[config.mk]
export PLATFORM = sky130hd
export DESIGN_NAME = i2c_master_bit_engine_unit
export DESIGN_NICKNAME = d
export VERILOG_FILES = /design/src/hw/rtl/i2cm_pkg.sv /design/src/hw/rtl/i2cm_fifo.sv /design/src/hw/rtl/i2cm_front.sv /design/src/hw/rtl/i2cm_seq.sv /design/src/hw/rtl/i2c_master_bit_engine_unit.sv
export SDC_FILE = /design/constraint.sdc
export NUM_CORES = 1
export LEC_CHECK = 0
export ABC_AREA = 1
export BUFFER_PORTS_ARGS = -buffer_cell sky130_fd_sc_hd__buf_2
export CAP_MARGIN = 10
export CORE_MARGIN = 4
export CORE_UTILIZATION = 30
export DETAILED_ROUTE_END_ITERATION = 6
export PLACE_DENSITY_LB_ADDON = 0.3
export SLEW_MARGIN = 20
export SYNTH_ARGS = -nofsm -noshare
export SYNTH_HDL_FRONTEND = slang
export SYNTH_SLANG_ARGS = --single-unit
[constraint.sdc]
create_clock -name clk -period 6.34 [get_ports clk]
set_input_delay 1.268 -clock clk [delete_from_list [all_inputs] [get_ports clk]]
set_output_delay 1.268 -clock clk [all_outputs]
set_load 0.05 [all_outputs]
[src/hw/rtl/i2cm_pkg.sv]
`timescale 1ns / 1ps

package i2cm_pkg;

    // command codes on the operation field
    localparam logic [1:0] OP_START = 2'd0;
    localparam logic [1:0] OP_STOP  = 2'd1;
    localparam logic [1:0] OP_WRITE = 2'd2;
    localparam logic [1:0] OP_READ  = 2'd3;

    // reset value of the per-delay tick count
    localparam logic [15:0] DELAY_RESET = 16'd100;

    // one classified tick on its way from the front to the sequencer
    typedef struct packed {
        logic       cmd;
        logic [1:0] op;
        logic [7:0] load_byte;
        logic       ack;
        logic       sda;
    } tick_t;

    // one result tick
    typedef struct packed {
        logic       scl;
        logic       sda;
        logic       busy;
        logic       done;
        logic [7:0] rdata;
    } res_t;

endpackage

[src/hw/rtl/i2cm_fifo.sv]
`timescale 1ns / 1ps

module i2cm_fifo #(
    parameter int WIDTH = 8,
    parameter int DEPTH = 4
) (
    input  logic             clk,
    input  logic             rst_n,
    input  logic             push,
    input  logic [WIDTH-1:0] push_data,
    output logic             full,
    input  logic             pop,
    output logic [WIDTH-1:0] pop_data,
    output logic             empty
);

    localparam int AW = $clog2(DEPTH);
    localparam logic [AW-1:0] LAST_PTR = AW'(DEPTH - 1);

    logic [WIDTH-1:0] mem_reg [DEPTH];
    logic [AW-1:0]    wr_ptr_reg;
    logic [AW-1:0]    wr_ptr_next;
    logic [AW-1:0]    rd_ptr_reg;
    logic [AW-1:0]    rd_ptr_next;
    logic [AW:0]      count_reg;
    logic [AW:0]      count_next;
    logic             do_push;
    logic             do_pop;

    // status flags
    assign full     = (count_reg == (AW+1)'(DEPTH));
    assign empty    = (count_reg == '0);
    assign do_push  = push && !full;
    assign do_pop   = pop && !empty;
    assign pop_data = mem_reg[rd_ptr_reg];

    // pointer and fill-level update, pointers wrap at the last entry
    always_comb
    begin
        wr_ptr_next = wr_ptr_reg;
        rd_ptr_next = rd_ptr_reg;
        if (do_push)
        begin
            wr_ptr_next = (wr_ptr_reg == LAST_PTR) ? '0 : wr_ptr_reg + 1'b1;
        end
        if (do_pop)
        begin
            rd_ptr_next = (rd_ptr_reg == LAST_PTR) ? '0 : rd_ptr_reg + 1'b1;
        end
        count_next  = count_reg;
        if (do_push && !do_pop)
        begin
            count_next = count_reg + 1'b1;
        end
        else if (do_pop && !do_push)
        begin
            count_next = count_reg - 1'b1;
        end
    end

    // control registers
    always_ff @(posedge clk or negedge rst_n)
    begin
        if (!rst_n)
        begin
            wr_ptr_reg <= '0;
            rd_ptr_reg <= '0;
            count_reg  <= '0;
        end
        else
        begin
            wr_ptr_reg <= wr_ptr_next;
            rd_ptr_reg <= rd_ptr_next;
            count_reg  <= count_next;
        end
    end

    // storage
    always_ff @(posedge clk)
    begin
        if (do_push)
        begin
            mem_reg[wr_ptr_reg] <= push_data;
        end
    end

endmodule

[src/hw/rtl/i2cm_front.sv]
`timescale 1ns / 1ps

module i2cm_front
    import i2cm_pkg::*;
(
    input  logic       cmd_valid,
    input  logic [1:0] operation,
    input  logic [7:0] write_byte,
    input  logic       send_ack,
    input  logic       sda_in,
    output tick_t      tick
);

    // classify the request: shift register load value depends on the command
    always_comb
    begin
        tick.cmd = cmd_valid;
        tick.op  = operation;
        tick.ack = send_ack;
        tick.sda = sda_in;
        case (operation)
            OP_WRITE: tick.load_byte = write_byte;
            default:  tick.load_byte = 8'h00;
        endcase
    end

endmodule

[src/hw/rtl/i2cm_seq.sv]
`timescale 1ns / 1ps

module i2cm_seq
    import i2cm_pkg::*;
(
    input  logic        clk,
    input  logic        rst_n,
    input  logic [15:0] delay_ticks,
    input  logic        tick_valid,
    input  tick_t       tick,
    output logic        tick_pop,
    input  logic        res_full,
    output logic        res_push,
    output res_t        res
);

    // line phases
    localparam logic [3:0] PH_IDLE   = 4'd0;
    localparam logic [3:0] PH_ST1    = 4'd1;
    localparam logic [3:0] PH_ST2    = 4'd2;
    localparam logic [3:0] PH_ST3    = 4'd3;
    localparam logic [3:0] PH_SP1    = 4'd4;
    localparam logic [3:0] PH_SP2    = 4'd5;
    localparam logic [3:0] PH_SP3    = 4'd6;
    localparam logic [3:0] PH_WR_HI  = 4'd7;
    localparam logic [3:0] PH_WR_LO  = 4'd8;
    localparam logic [3:0] PH_RD_HI  = 4'd9;
    localparam logic [3:0] PH_RD_SMP = 4'd10;
    localparam logic [3:0] PH_ACK_HI = 4'd11;
    localparam logic [3:0] PH_ACK_LO = 4'd12;

    logic [3:0]  phase_reg;
    logic [3:0]  phase_next;
    logic [3:0]  bit_count_reg;
    logic [3:0]  bit_count_next;
    logic [7:0]  shift_reg;
    logic [7:0]  shift_next;
    logic [15:0] delay_count_reg;
    logic [15:0] delay_count_next;
    logic        ack_choice_reg;
    logic        ack_choice_next;
    logic        scl_reg;
    logic        scl_next;
    logic        sda_reg;
    logic        sda_next;
    logic [15:0] delay_load;
    logic        step;
    logic        done;
    logic [7:0]  rdata;

    // one tick per cycle while a tick waits and the result queue has room
    assign step     = tick_valid && !res_full;
    assign tick_pop = step;
    assign res_push = step;

    // a zero delay counts as one tick
    assign delay_load = (delay_ticks == 16'd0) ? 16'd1 : delay_ticks;

    // next line state for the current tick
    always_comb
    begin
        phase_next       = phase_reg;
        bit_count_next   = bit_count_reg;
        shift_next       = shift_reg;
        delay_count_next = delay_count_reg;
        ack_choice_next  = ack_choice_reg;
        scl_next         = scl_reg;
        sda_next         = sda_reg;
        done             = 1'b0;
        rdata            = 8'h00;
        if (phase_reg == PH_IDLE)
        begin
            // new command launches its first line change at once
            if (tick.cmd)
            begin
                delay_count_next = delay_load;
                case (tick.op)
                    OP_START:
                    begin
                        scl_next   = 1'b0;
                        sda_next   = 1'b1;
                        phase_next = PH_ST1;
                    end
                    OP_STOP:
                    begin
                        scl_next   = 1'b0;
                        phase_next = PH_SP1;
                    end
                    OP_WRITE:
                    begin
                        shift_next     = tick.load_byte;
                        bit_count_next = 4'd0;
                        sda_next       = tick.load_byte[7];
                        phase_next     = PH_WR_HI;
                    end
                    default:
                    begin
                        shift_next      = tick.load_byte;
                        bit_count_next  = 4'd0;
                        ack_choice_next = tick.ack;
                        sda_next        = 1'b1;
                        phase_next      = PH_RD_HI;
                    end
                endcase
            end
        end
        else if (delay_count_reg > 16'd1)
        begin
            delay_count_next = delay_count_reg - 16'd1;
        end
        else
        begin
            // delay expired: next group of line changes
            delay_count_next = 16'd0;
            case (phase_reg)
                PH_ST1:
                begin
                    scl_next = 1'b1; phase_next = PH_ST2; delay_count_next = delay_load;
                end
                PH_ST2:
                begin
                    sda_next = 1'b0; phase_next = PH_ST3; delay_count_next = delay_load;
                end
                PH_ST3:
                begin
                    scl_next = 1'b0; phase_next = PH_IDLE; done = 1'b1;
                end
                PH_SP1:
                begin
                    sda_next = 1'b0; phase_next = PH_SP2; delay_count_next = delay_load;
                end
                PH_SP2:
                begin
                    scl_next = 1'b1; phase_next = PH_SP3; delay_count_next = delay_load;
                end
                PH_SP3:
                begin
                    sda_next = 1'b1; phase_next = PH_IDLE; done = 1'b1;
                end
                PH_WR_HI, PH_RD_HI, PH_ACK_HI:
                begin
                    scl_next         = 1'b1;
                    delay_count_next = delay_load;
                    case (phase_reg)
                        PH_WR_HI: phase_next = PH_WR_LO;
                        PH_RD_HI: phase_next = PH_RD_SMP;
                        default:  phase_next = PH_ACK_LO;
                    endcase
                end
                PH_WR_LO:
                begin
                    // eight data bits, then sda is released for the ack clock
                    scl_next       = 1'b0;
                    bit_count_next = bit_count_reg + 4'd1;
                    if (bit_count_next < 4'd8)
                    begin
                        shift_next       = {shift_reg[6:0], 1'b0};
                        sda_next         = shift_reg[6];
                        phase_next       = PH_WR_HI;
                        delay_count_next = delay_load;
                    end
                    else if (bit_count_next == 4'd8)
                    begin
                        sda_next         = 1'b1;
                        phase_next       = PH_WR_HI;
                        delay_count_next = delay_load;
                    end
                    else
                    begin
                        phase_next = PH_IDLE;
                        done       = 1'b1;
                    end
                end
                PH_RD_SMP:
                begin
                    // sample at the end of the high phase
                    shift_next       = {shift_reg[6:0], tick.sda};
                    scl_next         = 1'b0;
                    bit_count_next   = bit_count_reg + 4'd1;
                    delay_count_next = delay_load;
                    if (bit_count_next < 4'd8)
                    begin
                        phase_next = PH_RD_HI;
                    end
                    else
                    begin
                        sda_next   = !ack_choice_reg;
                        phase_next = PH_ACK_HI;
                    end
                end
                PH_ACK_LO:
                begin
                    // nack leaves scl released high
                    scl_next   = !ack_choice_reg;
                    if (ack_choice_reg)
                    begin
                        sda_next = 1'b1;
                    end
                    phase_next = PH_IDLE;
                    done       = 1'b1;
                    rdata      = shift_reg;
                end
                default:
                begin
                    phase_next = PH_IDLE;
                end
            endcase
        end
    end

    // result of this tick
    always_comb
    begin
        res.scl   = scl_next;
        res.sda   = sda_next;
        res.busy  = (phase_next != PH_IDLE);
        res.done  = done;
        res.rdata = rdata;
    end

    // sequencer state
    always_ff @(posedge clk or negedge rst_n)
    begin
        if (!rst_n)
        begin
            phase_reg       <= PH_IDLE;
            bit_count_reg   <= 4'd0;
            shift_reg       <= 8'h00;
            delay_count_reg <= 16'd0;
            ack_choice_reg  <= 1'b0;
            scl_reg         <= 1'b1;
            sda_reg         <= 1'b1;
        end
        else if (step)
        begin
            phase_reg       <= phase_next;
            bit_count_reg   <= bit_count_next;
            shift_reg       <= shift_next;
            delay_count_reg <= delay_count_next;
            ack_choice_reg  <= ack_choice_next;
            scl_reg         <= scl_next;
            sda_reg         <= sda_next;
        end
    end

endmodule

[src/hw/rtl/i2c_master_bit_engine_unit.sv]
`timescale 1ns / 1ps

// I2C master line sequencer. Each pushed request is one line tick (optional command plus
// the sampled SDA level) and yields exactly one result with the driven SCL/SDA levels,
// busy, done and the read byte. Throughput is one request per cycle while the result
// queue has room: the sequencer advances its phase and delay counter once per request,
// and the input and result queues let either side stall without loss. A request is
// queued before the sequencer handles it. Commands offered while busy are dropped;
// cfg_wr_data sets the ticks per line delay (zero acts as one) and resets to 100.
module i2c_master_bit_engine_unit
    import i2cm_pkg::*;
#(
    parameter int TICK_DEPTH = 4,
    parameter int RES_DEPTH  = 4
) (
    input  logic        clk,
    input  logic        rst_n,
    input  logic        push,
    output logic        full,
    input  logic        cmd_valid,
    input  logic [1:0]  operation,
    input  logic [7:0]  write_byte,
    input  logic        send_ack,
    input  logic        sda_in,
    output logic        empty,
    input  logic        pop,
    output logic        scl_out,
    output logic        sda_out,
    output logic        busy_res,
    output logic        cmd_done,
    output logic [7:0]  read_data,
    input  logic        cfg_wr_en,
    input  logic [15:0] cfg_wr_data
);

    logic [15:0] delay_ticks_reg;
    tick_t       tick_in;
    tick_t       tick_out;
    logic        tick_empty;
    logic        tick_pop;
    res_t        res_in;
    res_t        res_out;
    logic        res_full;
    logic        res_push;

    // delay configuration
    always_ff @(posedge clk or negedge rst_n)
    begin
        if (!rst_n)
        begin
            delay_ticks_reg <= DELAY_RESET;
        end
        else if (cfg_wr_en)
        begin
            delay_ticks_reg <= cfg_wr_data;
        end
    end

    // request classification
    i2cm_front u_front (
        .cmd_valid  (cmd_valid),
        .operation  (operation),
        .write_byte (write_byte),
        .send_ack   (send_ack),
        .sda_in     (sda_in),
        .tick       (tick_in)
    );

    // queue between front and sequencer
    i2cm_fifo #(
        .WIDTH ($bits(tick_t)),
        .DEPTH (TICK_DEPTH)
    ) u_tick_fifo (
        .clk       (clk),
        .rst_n     (rst_n),
        .push      (push),
        .push_data (tick_in),
        .full      (full),
        .pop       (tick_pop),
        .pop_data  (tick_out),
        .empty     (tick_empty)
    );

    // line sequencer
    i2cm_seq u_seq (
        .clk         (clk),
        .rst_n       (rst_n),
        .delay_ticks (delay_ticks_reg),
        .tick_valid  (!tick_empty),
        .tick        (tick_out),
        .tick_pop    (tick_pop),
        .res_full    (res_full),
        .res_push    (res_push),
        .res         (res_in)
    );

    // result queue
    i2cm_fifo #(
        .WIDTH ($bits(res_t)),
        .DEPTH (RES_DEPTH)
    ) u_res_fifo (
        .clk       (clk),
        .rst_n     (rst_n),
        .push      (res_push),
        .push_data (res_in),
        .full      (res_full),
        .pop       (pop),
        .pop_data  (res_out),
        .empty     (empty)
    );

    // result ports
    assign scl_out   = res_out.scl;
    assign sda_out   = res_out.sda;
    assign busy_res  = res_out.busy;
    assign cmd_done  = res_out.done;
    assign read_data = res_out.rdata;

    // sequencer never writes into a full result queue
    a_no_res_overflow: assert property (@(posedge clk) disable iff (!rst_n)
        res_push |-> !res_full)
        else $error("result pushed while queue full");

    // an accepted request is always waiting for the sequencer on the next cycle
    a_tick_present: assert property (@(posedge clk) disable iff (!rst_n)
        (push && !full) |=> !tick_empty)
        else $error("accepted request lost");

    // a completion never reports busy, and read data only comes with completion
    a_done_consistent: assert property (@(posedge clk) disable iff (!rst_n)
        res_push |-> (!(res_in.done && res_in.busy) && (res_in.rdata == 8'h00 || res_in.done)))
        else $error("inconsistent completion result");

endmodule

Word-level counts from Yosys, hierarchy flattened. Memory sizes are Yosys's and may differ from the RTL's. Index checks and enable logic that the tools add are counted.

$add $sub $neg: 10. Multipliers: 0. Div/mod/pow operators: 0. Magnitude comparators: 2. Equal/unequal tests: 26. Shift-type cells: 0. Multiplexer cells: 62. Bitwise logic cells: 1. Reduce and logical (&&, ||, !) cells: 41.

Operator list (count): 2-to-1 mux 16 bit (6); 2-to-1 mux 8 bit (9); 2-to-1 mux 4 bit (9); one-hot mux 16 bit (2 select lines) (1); one-hot mux 4 bit (7 select lines) (1); equality test 4 bit, second input constant (6); 2-to-1 mux 1 bit (19); equality test 4 x 3 -> 1 bit, second input constant (4); greater-than comparator 16 x 1 -> 1 bit, second input constant (1); logical NOT 16 bit (1); one-hot mux 8 bit (2 select lines) (1); subtractor 16 x 1 -> 16 bit, second input constant (1); 2-to-1 mux 3 bit (5); equality test 2 bit, second input constant (6); one-hot mux 4 bit (3 select lines) (1); OR reduction 3 bit (4); 2-to-1 mux 2 bit (5); logical AND 1 bit (9); logical NOT 1 bit (9); adder 2 x 1 -> 2 bit, second input constant (4); equality test 4 x 2 -> 1 bit, second input constant (2); OR reduction 8 bit (1); adder 3 x 1 -> 3 bit, second input constant (2); equality test 3 bit, second input constant (2); other kinds (25) (33).

Bits in registers: 65. Latch bits: 0. Memory bits (writable): 100. ROM bits: 0. Input port bits: 34. Output and inout bits: 14. Logic and storage cells: 158. Memories kept: 2.

Memories: u_tick_fifo.mem_reg (depth 4, width 13, read ports 1, clocked after Yosys merged registers in 0, wr ports 1, line i2cm_fifo.sv:20) `logic [WIDTH-1:0] mem_reg [DEPTH];`; u_res_fifo.mem_reg (depth 4, width 12, read ports 1, clocked after Yosys merged registers in 0, wr ports 1, line i2cm_fifo.sv:20).

Logic depth before layout (Yosys ltp). Gate-level depths: netlist of run 1.

Depth after elaboration: 8. Gate-level depth with buffers: 16.

Modules after synthesis. Synthesis of run 1 repeated with hierarchy kept, for this count alone.

Cells, all modules: 939. Area total of the unflattened synthesis: 8705.8 µm².

Modules (own cells, without submodules): i2cm_seq (times used 1, cells each 434, area each 2934.1 µm²); i2cm_fifo at u_tick_fifo (times used 1, cells each 212, area each 2613.8 µm²); i2cm_fifo at u_res_fifo (times used 1, cells each 201, area each 2398.6 µm²); i2c_master_bit_engine_unit (times used 1, cells each 69, area each 651.9 µm²); i2cm_front (times used 1, cells each 23, area each 107.6 µm²).

Least setup slack after synthesis of run 1. OpenSTA, ideal clock, no wires.

Kind: reg2reg. Start point: register u_tick_fifo.count_reg[0]. End point: register u_tick_fifo.count_reg[1]. Library setup time: 0.125 ns. Arrival time: 2.829 ns. Data required time: 6.215 ns. Slack: 3.386 ns. Cell stages (with the launch flop): 7. Buffers on the path: 0. Clock period less this slack: 2.954 ns. Path through: dfrtp_1 > nor3_1 > nor2_1 > ha_1 > inv_1 > fa_1 > mux2_2.

Elaborated cells on any way between the ends: 16. Those cells by class: 2 x add/sub; 1 x eq/ne; 2 x mux; 11 x reduce/logical.

RTL lines: from (decl) (line i2cm_fifo.sv:25) `logic [AW:0] count_reg;`; from (signal assigned) (line i2cm_fifo.sv:74) `count_reg <= count_next;`; equality test 3 bit (line i2cm_fifo.sv:31) `assign full = (count_reg == (AW+1)'(DEPTH));`; net full (line i2c_master_bit_engine_unit.sv:19) `output logic full,`; logical NOT 1 bit (line i2cm_fifo.sv:33) `assign do_push = push && !full;`; logical AND 1 bit (line i2cm_fifo.sv:33); net u_tick_fifo.do_push (line i2cm_fifo.sv:27) `logic do_push;`; logical AND 1 bit (line i2cm_fifo.sv:51) `if (do_push && !do_pop)`; 2-to-1 mux 3 bit (line i2cm_fifo.sv:51); net u_tick_fifo.count_next[1] (line i2cm_fifo.sv:26) `logic [AW:0] count_next;`.

The timed path passes the listed nets, and every way through them passes these cells. The select of a mux whose other input is x is not followed. A chain may end at the register's enable or synchronous reset.

Worst setup path after layout of run 1.
Start point: register u_res_fifo.rd_ptr_reg[0]. End point: output read_data[4].

Cells in the longest elaborated chain, start to end: 1.

Ends and longest elaborated chain: from (decl) (line i2cm_fifo.sv:23) `logic [AW-1:0] rd_ptr_reg;`; from (signal assigned) (line i2cm_fifo.sv:73) `rd_ptr_reg <= rd_ptr_next;`; memory (4 x 12 bit); to (decl) (line i2c_master_bit_engine_unit.sv:31) `output logic [7:0] read_data,`.

Every way passes these cells.

==> results.toml, run 1 <==
[run_status]
status = "finished, final reports clean"

[placed_design]
io_buffer_count = 47
place.gp.congestion = 0.841
dp.cells = 1167
hpwl_um = 11800

[sta]
hold_viol = 0
period_share_pct = 57.6
skew_ps = 16.7
max_freq_mhz = 274
layout_min_cycle_time_ps = 3650
drv_slew = 0
tns_ps = 0
rsz0062_at_grt = "false"
setup_viol = 0
maxSlewHeadroom_pct = 27.8
worstMarginPinSlew_ps = 1080
whs_ps = 489

[clock_tree]
clk_pin_slew_worst_paths_ps = 80
clock-sinks = 165
insertion_delay_ps = 430
cts_post_setup_buffers_inserted = 0
cts_inserted_buffers = 17
post_cts_resized = 0
cts_tree = "yes"
cts_root_buffer = "clkbuf_16"
cts_buffer_depth = 2
htreeDepth = 4
cts_hold_buf = 0

[logic_synthesis]
syn_nets = 869
syn_area_mm2 = 0.00805
yosys_warnings = 0
synthArstFlopShare_pct = 39.4
synth_edf_count = 100
yosysTopAreaCell = "edfxtp_1"
synth.distinct_cells = 44
ys_seq_area_share_pct = 57.6
netlist.area_leader.share_pct = 37.3
syn_area_per_cell_um2 = 9.92
synth_flop_cell = "edfxtp_1"
netlist_top_cells_area = "edfxtp_1 (37%), dfrtp_1 (19%), nand2_1 (6.2%)"
netlist_instances = 812
synth-seq-cells = 165

[drt]
ant_nets = 0
viasPerCell = 4.65
drtIter0Drc = 402
wirelength_um = 16900
route.detailed.drc = 0
wl_per_cell_um = 14.1
dr.pass1.iters = 5
vias = 5575

[global_routing]
grt_pass1_vias = 5442
antenna_found_initial = 0
grt_use_total_pct = 11.9
grt_pass1_wl_um = 28000
grt_max_degree = 66
grt-ovfl-total = 0

[floorplanning]
ios = 48
core.rowCount = 59
core_mm2 = 0.0262
die_x_um = 172
start_util_pct = 30.7
die_y_um = 172
die_area_mm2 = 0.0295

[critical_path]
crit_required_ps = 5070
cpMaxStageDelayCell = "dfrtp_1"
crit_chain = "inv_1, o21ai_0, o22ai_1, buf_2"
cp_max_fo = 27
critPathLaunchType = "flip-flop"
critPathArrivalTime_ps = 2390
cp-end-kind = "output port"
critPathKind = "reg2out"
critPathMaxStageDelay_ps = 790

[layout]
final_cells = 1199
area_growth_pct = 14.5
n_antenna_cell = 0
largest_reg_flops = 52
fill_cells = 2649
area.sequential_mm2 = 0.00464
drive_above_1_share_pct = 15.9
multi_input_area_mm2 = 0.00297
fin_nets = 908

[pwr]
leakage_uw = 0.00372
clock_power_share_pct = 21.9
power_uw = 4910
p_per_area_mw_per_mm2 = 532
power_switching_uw = 2190
sw_frac_of_total_pct = 44.6
power_frac_comb_pct = 41.1
seq_power_share_pct = 37.0
ir_drop_mv = 0.235
internal_power_uw = 2720

[job]
maxCapViolCount = 0

[hold_path]
hp-class = "reg2reg"
routing by layer:
metal / share of wire (%) / global-route usage [%] / vias up / routed length, µm
li1: - / - / 2848 / -
met1: 49 / 16.7 / 2613 / 8350
met2: 46 / 18.4 / 101 / 7740
met3: 3.5 / 2.51 / 13 / 595
met4: 1.1 / 3.73 / 0 / 182
met5: 0 / 0 / - / 0
power groups by stage:
stage	clock [µW]	combinational [µW]	sequential, µW
3_3_place_gp	0	2020	1840
5_1_grt	1150	2320	1870
4_1_cts	1100	2050	1820
2_1_floorplan	0	1700	1720
6_report	1070	2020	1820
3_5_place_dp	0	2040	1840
cell families (layout without fill, tap and decap cells):
| family | after synthesis | in the layout | share of synthesized area (%) |
|---|---|---|---|
| multiplexers | 9 | 9 | 1.26 |
| adder cells (fa/ha/maj) | 23 | 23 | 3.76 |
| XOR/XNOR | 17 | 17 | 1.85 |
| buffers and inverters | 109 | 161 | 5.70 |
| AO/OA/AOI/OAI | 156 | 156 | 11.0 |
| flip-flops | 165 | 165 | 57.6 |
| AND/OR/NAND/NOR | 333 | 333 | 18.8 |
path summary, 6_finish.rpt:
| check | startpoint | endpoint | slack (ps) | cells after the start |
|---|---|---|---|---|
| worst max-delay path | u_res_fifo.rd_ptr_reg[0] | read_data[4] | 2690 | 4 |
| worst min-delay path | u_seq.shift_reg[7] | u_seq.shift_reg[7] | 490 | 2 |
| worst max register to register | u_tick_fifo.rd_ptr_reg[0] | u_seq.shift_reg[0] | 3350 | 14 |
| worst min register to register | u_seq.shift_reg[7] | u_seq.shift_reg[7] | 490 | 2 |
| max in group asynchronous | rst_n | u_seq.delay_count_reg[13] | 4720 | 2 |
| min in group asynchronous | rst_n | u_tick_fifo.wr_ptr_reg[1] | 1010 | 2 |
per-stage QoR:
stage               setup WS (ps)  utilization (%)  cell area [µm²]
floorplan                    3390                -             8050
global placement             3190             32.7             8570
detailed placement           3090             32.7             8580
CTS                          2600             35.2             9220
global route                 2350             35.2             9220
finish                       2690             35.2             9220
cells in the final DEF (no fill, tap or decap), types with 10 or more instances in the layout:
cell,n
nand2_1,132
o22ai_1,17
a21oi_1,30
o21ai_0,79
dfrtp_1,60
nor2_2,10
ha_1,21
nor2_1,108
nand3_1,30
inv_1,74
edfxtp_1,100
nand4_1,18
clkbuf_16,17
buf_2,47
critical path: cells and delay by family, from the launching register on:
kind / cells / cell delay, ps
buffers and inverters: 2 / 730
AO/OA/AOI/OAI: 2 / 410
flip-flops: 1 / 790
synth_stat cells, drive strengths merged, types with 7 or more instances:
library cell  count
nand3            32
a21oi            31
edfxtp          100
o22ai            17
nor3b             7
inv              80
o21ai            88
clkbuf           19
buf              10
xor2              8
dfrtp            60
ha               21
nor2            123
xnor2             9
mux2              9
nand4            18
nand2           142
nor3              7
cell type report:
| cell class | instances | share of cell area [%] |
|---|---|---|
| clock buffer | 17 | 4.61 |
| clock inverter | 15 | 2.35 |
| inverter | 80 | 3.34 |
| multi-input combinational | 538 | 32.2 |
| sequential | 165 | 50.3 |
| tap | 335 | 4.54 |
| timing repair buffer | 49 | 2.71 |
Power figures use the tool's default switching activity.
==> run 2: changes to the inputs <==
Clock period 6.34 ns to 3.6 ns, I/O delays scaled along.
==> run 2 against run 1 <==
  * Worst hold slack worse by 210 ps
  * Sequential cell count stayed put
  * Non-clock buffer count is 12 higher
  * Via count is 2.9% higher
  * Die area stayed put
==> results.toml, run 2 (synthesis gave the netlist of run 1 again) <==
[global_routing]
grt_pass1_wl_um = 28900
grt-ovfl-total = 0
antenna_found_initial = 0
grt_pass1_vias = 5561
grt_max_degree = 28
grt_use_total_pct = 12.3

[drt]
dr.pass1.iters = 6
vias = 5738
viasPerCell = 4.74
wl_per_cell_um = 14.4
drtIter0Drc = 415
wirelength_um = 17500
route.detailed.drc = 0
ant_nets = 0

[placed_design]
place.gp.congestion = 0.816
io_buffer_count = 47
hpwl_um = 11900
dp.cells = 1179

[pwr]
ir_drop_mv = 0.297
power_switching_uw = 3800
seq_power_share_pct = 35.8
power_frac_comb_pct = 43.0
p_per_area_mw_per_mm2 = 943
internal_power_uw = 4930
sw_frac_of_total_pct = 43.5
leakage_uw = 0.00376
clock_power_share_pct = 21.3

[floorplanning]
core.rowCount = 59
ios = 48
die_area_mm2 = 0.0295
core_mm2 = 0.0262
start_util_pct = 30.7
die_y_um = 172
die_x_um = 172

[sta]
tns_ps = 0
layout_min_cycle_time_ps = 2850
skew_ps = 12.2
worstMarginPinSlew_ps = 735
maxSlewHeadroom_pct = 50.9
period_share_pct = 79.1
rsz0062_at_grt = "false"
setup_viol = 0
hold_viol = 0
drv_slew = 0
max_freq_mhz = 351

[critical_path]
cpMaxStageDelayCell = "inv_1"
cp_max_fo = 25
critPathLaunchType = "flip-flop"
critPathMaxStageDelay_ps = 540
cp-end-kind = "output port"
crit_required_ps = 2880
critPathArrivalTime_ps = 2130
critPathKind = "reg2out"
crit_chain = "inv_1, o21ai_0, o22ai_1, buf_2"

[hold_path]
hp-class = "in2async"

[layout]
largest_reg_flops = 52
area_growth_pct = 15.0
fill_cells = 2639
final_cells = 1211
drive_above_1_share_pct = 16.3
fin_nets = 920
final_cell_mix = "nand2_1 (132), nor2_1 (112), edfxtp_1 (100)"
n_antenna_cell = 0
final_common_cell = "nand2_1"

[clock_tree]
clk_pin_slew_worst_paths_ps = 70
post_cts_resized = 0
cts_tree = "yes"
cts_post_setup_buffers_inserted = 0
insertion_delay_ps = 430
clock-sinks = 165
cts_buffer_depth = 2
htreeDepth = 4
cts_root_buffer = "clkbuf_16"
cts_inserted_buffers = 17
cts_hold_buf = 0

[job]
maxCapViolCount = 0

[run_status]
status = "finished, final reports clean"
run 2: cell types whose count changed in the layout (fill, tap and decap cells not counted):
cell | before | now
nor2_1 | 108 | 112
clkbuf_1 | 0 | 2
nor2_2 | 10 | 6
clkinv_4 | 1 | 0
clkinv_8 | 8 | 2
bufinv_16 | 0 | 2
clkinvlp_4 | 0 | 4
inv_6 | 2 | 4
buf_4 | 2 | 14
inv_12 | 3 | 0
run 2: final timing paths:
path | startpoint | end | slack (ps) | cells after the start
max | u_res_fifo.rd_ptr_reg[0] | scl_out | 750 | 4
min | rst_n | u_seq.ack_choice_reg | 280 | 1
max reg2reg | u_tick_fifo.rd_ptr_reg[0] | u_seq.shift_reg[0] | 870 | 13
min reg2reg | delay_ticks_reg[2] | delay_ticks_reg[2] | 480 | 2
max in group asynchronous | rst_n | u_seq.scl_reg | 2510 | 2
min in group clk | delay_ticks_reg[2] | delay_ticks_reg[2] | 480 | 2
run 2: stage by stage:
stage                     hold slack, ps  setup slack, ps  instance area (µm²)  util (%)  total power, µW
after floorplan                      424              646                 8050         -             6030
after detailed placement             481              893                 8660      33.0             6960
after global routing                 337              564                 9260      35.3             9440
after CTS                            318              653                 9260      35.3             8840
after global placement               475             1020                 8660      33.0             6910
final                                284              754                 9260      35.3             8730
run 2: area by class of cell:
class | count | area [µm²] | area share [%]
Inverter | 80 | 308 | 3.32
Clock inverter | 13 | 169 | 1.82
Tap cell | 335 | 419 | 4.53
Timing Repair Buffer | 61 | 340 | 3.67
Multi-Input combinational cell | 538 | 2960 | 31.9
Clock buffer | 19 | 433 | 4.67
Sequential cell | 165 | 4640 | 50.0
run 2: power by group through the flow:
stage	clock network, µW	logic (µW)	registers [µW]
global route	1970	4260	3200
finish	1860	3750	3120
detailed placement	0	3790	3160
global placement	0	3740	3160
floorplan	0	3000	3040
CTS	1900	3810	3130
run 2: critical path, delay by kind of cell, from the launching register on:
kind	cells	cell delay [ps]
flip-flops	1	380
buffers and inverters	2	860
AO/OA/AOI/OAI	2	450
run 2: metal layers:
metal	vias to the layer above	global-route usage (%)	part of all wire [%]
li1	2870	-	-
met1	2731	17.2	48
met2	123	19.7	46
met3	14	2.39	4.0
met4	0	3.45	1.2
met5	-	0	0
==> run 3: changes to the inputs <==
Clock period 3.6 ns to 2.9 ns, I/O delays scaled along.
==> run 3 against run 2 <==
  * Highest routed layer unchanged
  * Wire length fell by 1.6%
  * Utilization rose by 0.22 points
  * Critical path depth did not move
  * First-iteration DRC count fell by 1.7%
  * Non-clock buffer count rose by 1
  * Combinational power rose by 25%
  * Critical path type unchanged
  * Critical endpoint is now busy_res
  * Cell count barely moved
  * Sequential share of layout area fell by 0.31 points
  * Worst setup slack got worse by 530 ps
==> results.toml, run 3 (synthesis gave the netlist of run 1 again) <==
[sta]
drv_slew = 0
max_freq_mhz = 373
maxSlewHeadroom_pct = 53.8
layout_min_cycle_time_ps = 2680
setup_viol = 0
worstMarginPinSlew_ps = 694
skew_ps = 9.80
hold_viol = 0
rsz0062_at_grt = "false"
period_share_pct = 92.4
tns_ps = 0

[clock_tree]
clk_pin_slew_worst_paths_ps = 80
cts_buffer_depth = 2
cts_tree = "yes"
htreeDepth = 4
cts_root_buffer = "clkbuf_16"
cts_hold_buf = 0
post_cts_resized = 0
insertion_delay_ps = 430
clock-sinks = 165
cts_inserted_buffers = 17
cts_post_setup_buffers_inserted = 0

[hold_path]
hp-class = "in2async"

[critical_path]
cp-end-kind = "output port"
r2r-end = "u_seq.shift_reg[0]"
critPathMaxStageDelay_ps = 570
reg2reg_slack_ps = 310
r2r-start = "u_tick_fifo.rd_ptr_reg[0]"
critPathLaunchType = "flip-flop"
worstRegToRegCells = 13
crit_chain = "inv_1, o21ai_0, o22ai_1, buf_2"
cp_max_fo = 14
worst-path-buf-inv = 2
cpMaxStageDelayCell = "dfrtp_1"
crit_required_ps = 2320
cp_top_family = "buffers and inverters"
path_depth = 4
critPathArrivalTime_ps = 2100
cp-startpoint = "u_res_fifo.rd_ptr_reg[1]"
critPathKind = "reg2out"
timing.critical_path.to = "busy_res"

[floorplanning]
start_util_pct = 30.7
die_area_mm2 = 0.0295
die_y_um = 172
die_x_um = 172
ios = 48
core.rowCount = 59
core_mm2 = 0.0262

[drt]
vias = 5635
route.detailed.drc = 0
ant_nets = 0
wirelength_um = 17200
wl_per_cell_um = 14.2
viasPerCell = 4.65
dr.pass1.iters = 5
drtIter0Drc = 408

[global_routing]
grt_pass1_wl_um = 28200
antenna_found_initial = 0
grt_pass1_vias = 5531
grt_use_total_pct = 12.0
grt-ovfl-total = 0
grt_max_degree = 39

[layout]
n_antenna_cell = 0
largest_reg_flops = 52
final_util_pct = 35.6
drive_above_1_share_pct = 16.9
area_growth_pct = 15.7
final_common_cell = "nand2_1"
fin_nets = 921
final_cell_mix = "nand2_1 (132), nor2_1 (112), edfxtp_1 (100)"
fill_cells = 2643

[placed_design]
hpwl_um = 11900
place.gp.congestion = 0.857
io_buffer_count = 47

[pwr]
p_per_area_mw_per_mm2 = 1170
ir_drop_mv = 0.359
leakage_uw = 0.00379

[job]
maxCapViolCount = 0

[run_status]
status = "finished, final reports clean"
## run 3: cell types whose count changed in the layout (fill, tap and decap cells not counted)
| cell | previous run | this run |
|---|---|---|
| bufinv_16 | 2 | 1 |
| clkbuf_1 | 2 | 0 |
| buf_12 | 0 | 1 |
| inv_6 | 4 | 2 |
| nor3_1 | 7 | 5 |
| clkinv_4 | 0 | 2 |
| nor3_2 | 0 | 2 |
| inv_12 | 0 | 1 |
| clkinv_8 | 2 | 5 |
| inv_8 | 1 | 3 |
| clkinvlp_4 | 4 | 1 |
## run 3: worst min path at each step
stage / startpoint / end / slack (ps)
floorplan: rst_n / delay_ticks_reg[0] / 280
global route: rst_n / u_res_fifo.count_reg[0] / 230
global placement: u_seq.shift_reg[6] / u_seq.shift_reg[6] / 480
finish: rst_n / u_res_fifo.count_reg[1] / 190
detailed placement: u_seq.shift_reg[6] / u_seq.shift_reg[6] / 480
CTS: rst_n / u_res_fifo.count_reg[0] / 200
## run 3: where the power goes
part | internal, µW | switching [µW]
combinational | 1480 | 3210
clock | 1250 | 1100
sequential | 3360 | 510
total | 6100 | 4820
## run 3: area by class of cell
| cell class | count | area [µm²] | area share [%] |
|---|---|---|---|
| sequential | 165 | 4640 | 49.7 |
| multi-input combinational | 538 | 2970 | 31.8 |
| clock buffer | 17 | 425 | 4.56 |
| tap | 335 | 419 | 4.50 |
| timing repair buffer | 62 | 360 | 3.87 |
| inverter | 80 | 308 | 3.30 |
| clock inverter | 15 | 204 | 2.19 |
## run 3: stage by stage
stage / hold WS (ps) / power (µW) / setup slack [ps] / instances / area, µm²
2_1_floorplan: 284 / 7500 / 457 / 812 / 8060
3_3_place_gp: 476 / 8600 / 430 / 1180 / 8690
3_5_place_dp: 476 / 8660 / 318 / 1180 / 8690
4_1_cts: 196 / 11000 / 173 / 1212 / 9320
5_1_grt: 225 / 11800 / 8.07 / 1212 / 9320
6_report: 186 / 10900 / 219 / 1212 / 9320
## run 3: per-layer routing
layer  global-route usage (%)  up-vias  wire (µm)
met4                     4.07        0        221
li1                         -     2870          -
met3                     2.46       17        576
met2                     19.1       72       7990
met5                        0        -          0
met1                     16.5     2676       8430
## run 3: worst reg2reg max path, stage by stage, from the launching register on
cell and delay [ps]:
dfrtp_1 520, inv_4 270, nand2_1 90, a32oi_1 400
inv_1 130, ha_1 220, nor2_1 180, o21ai_2 90
nor2_4 120, nand2_4 80, inv_4 80, nand2_4 120
inv_1 110, o21ai_0 80
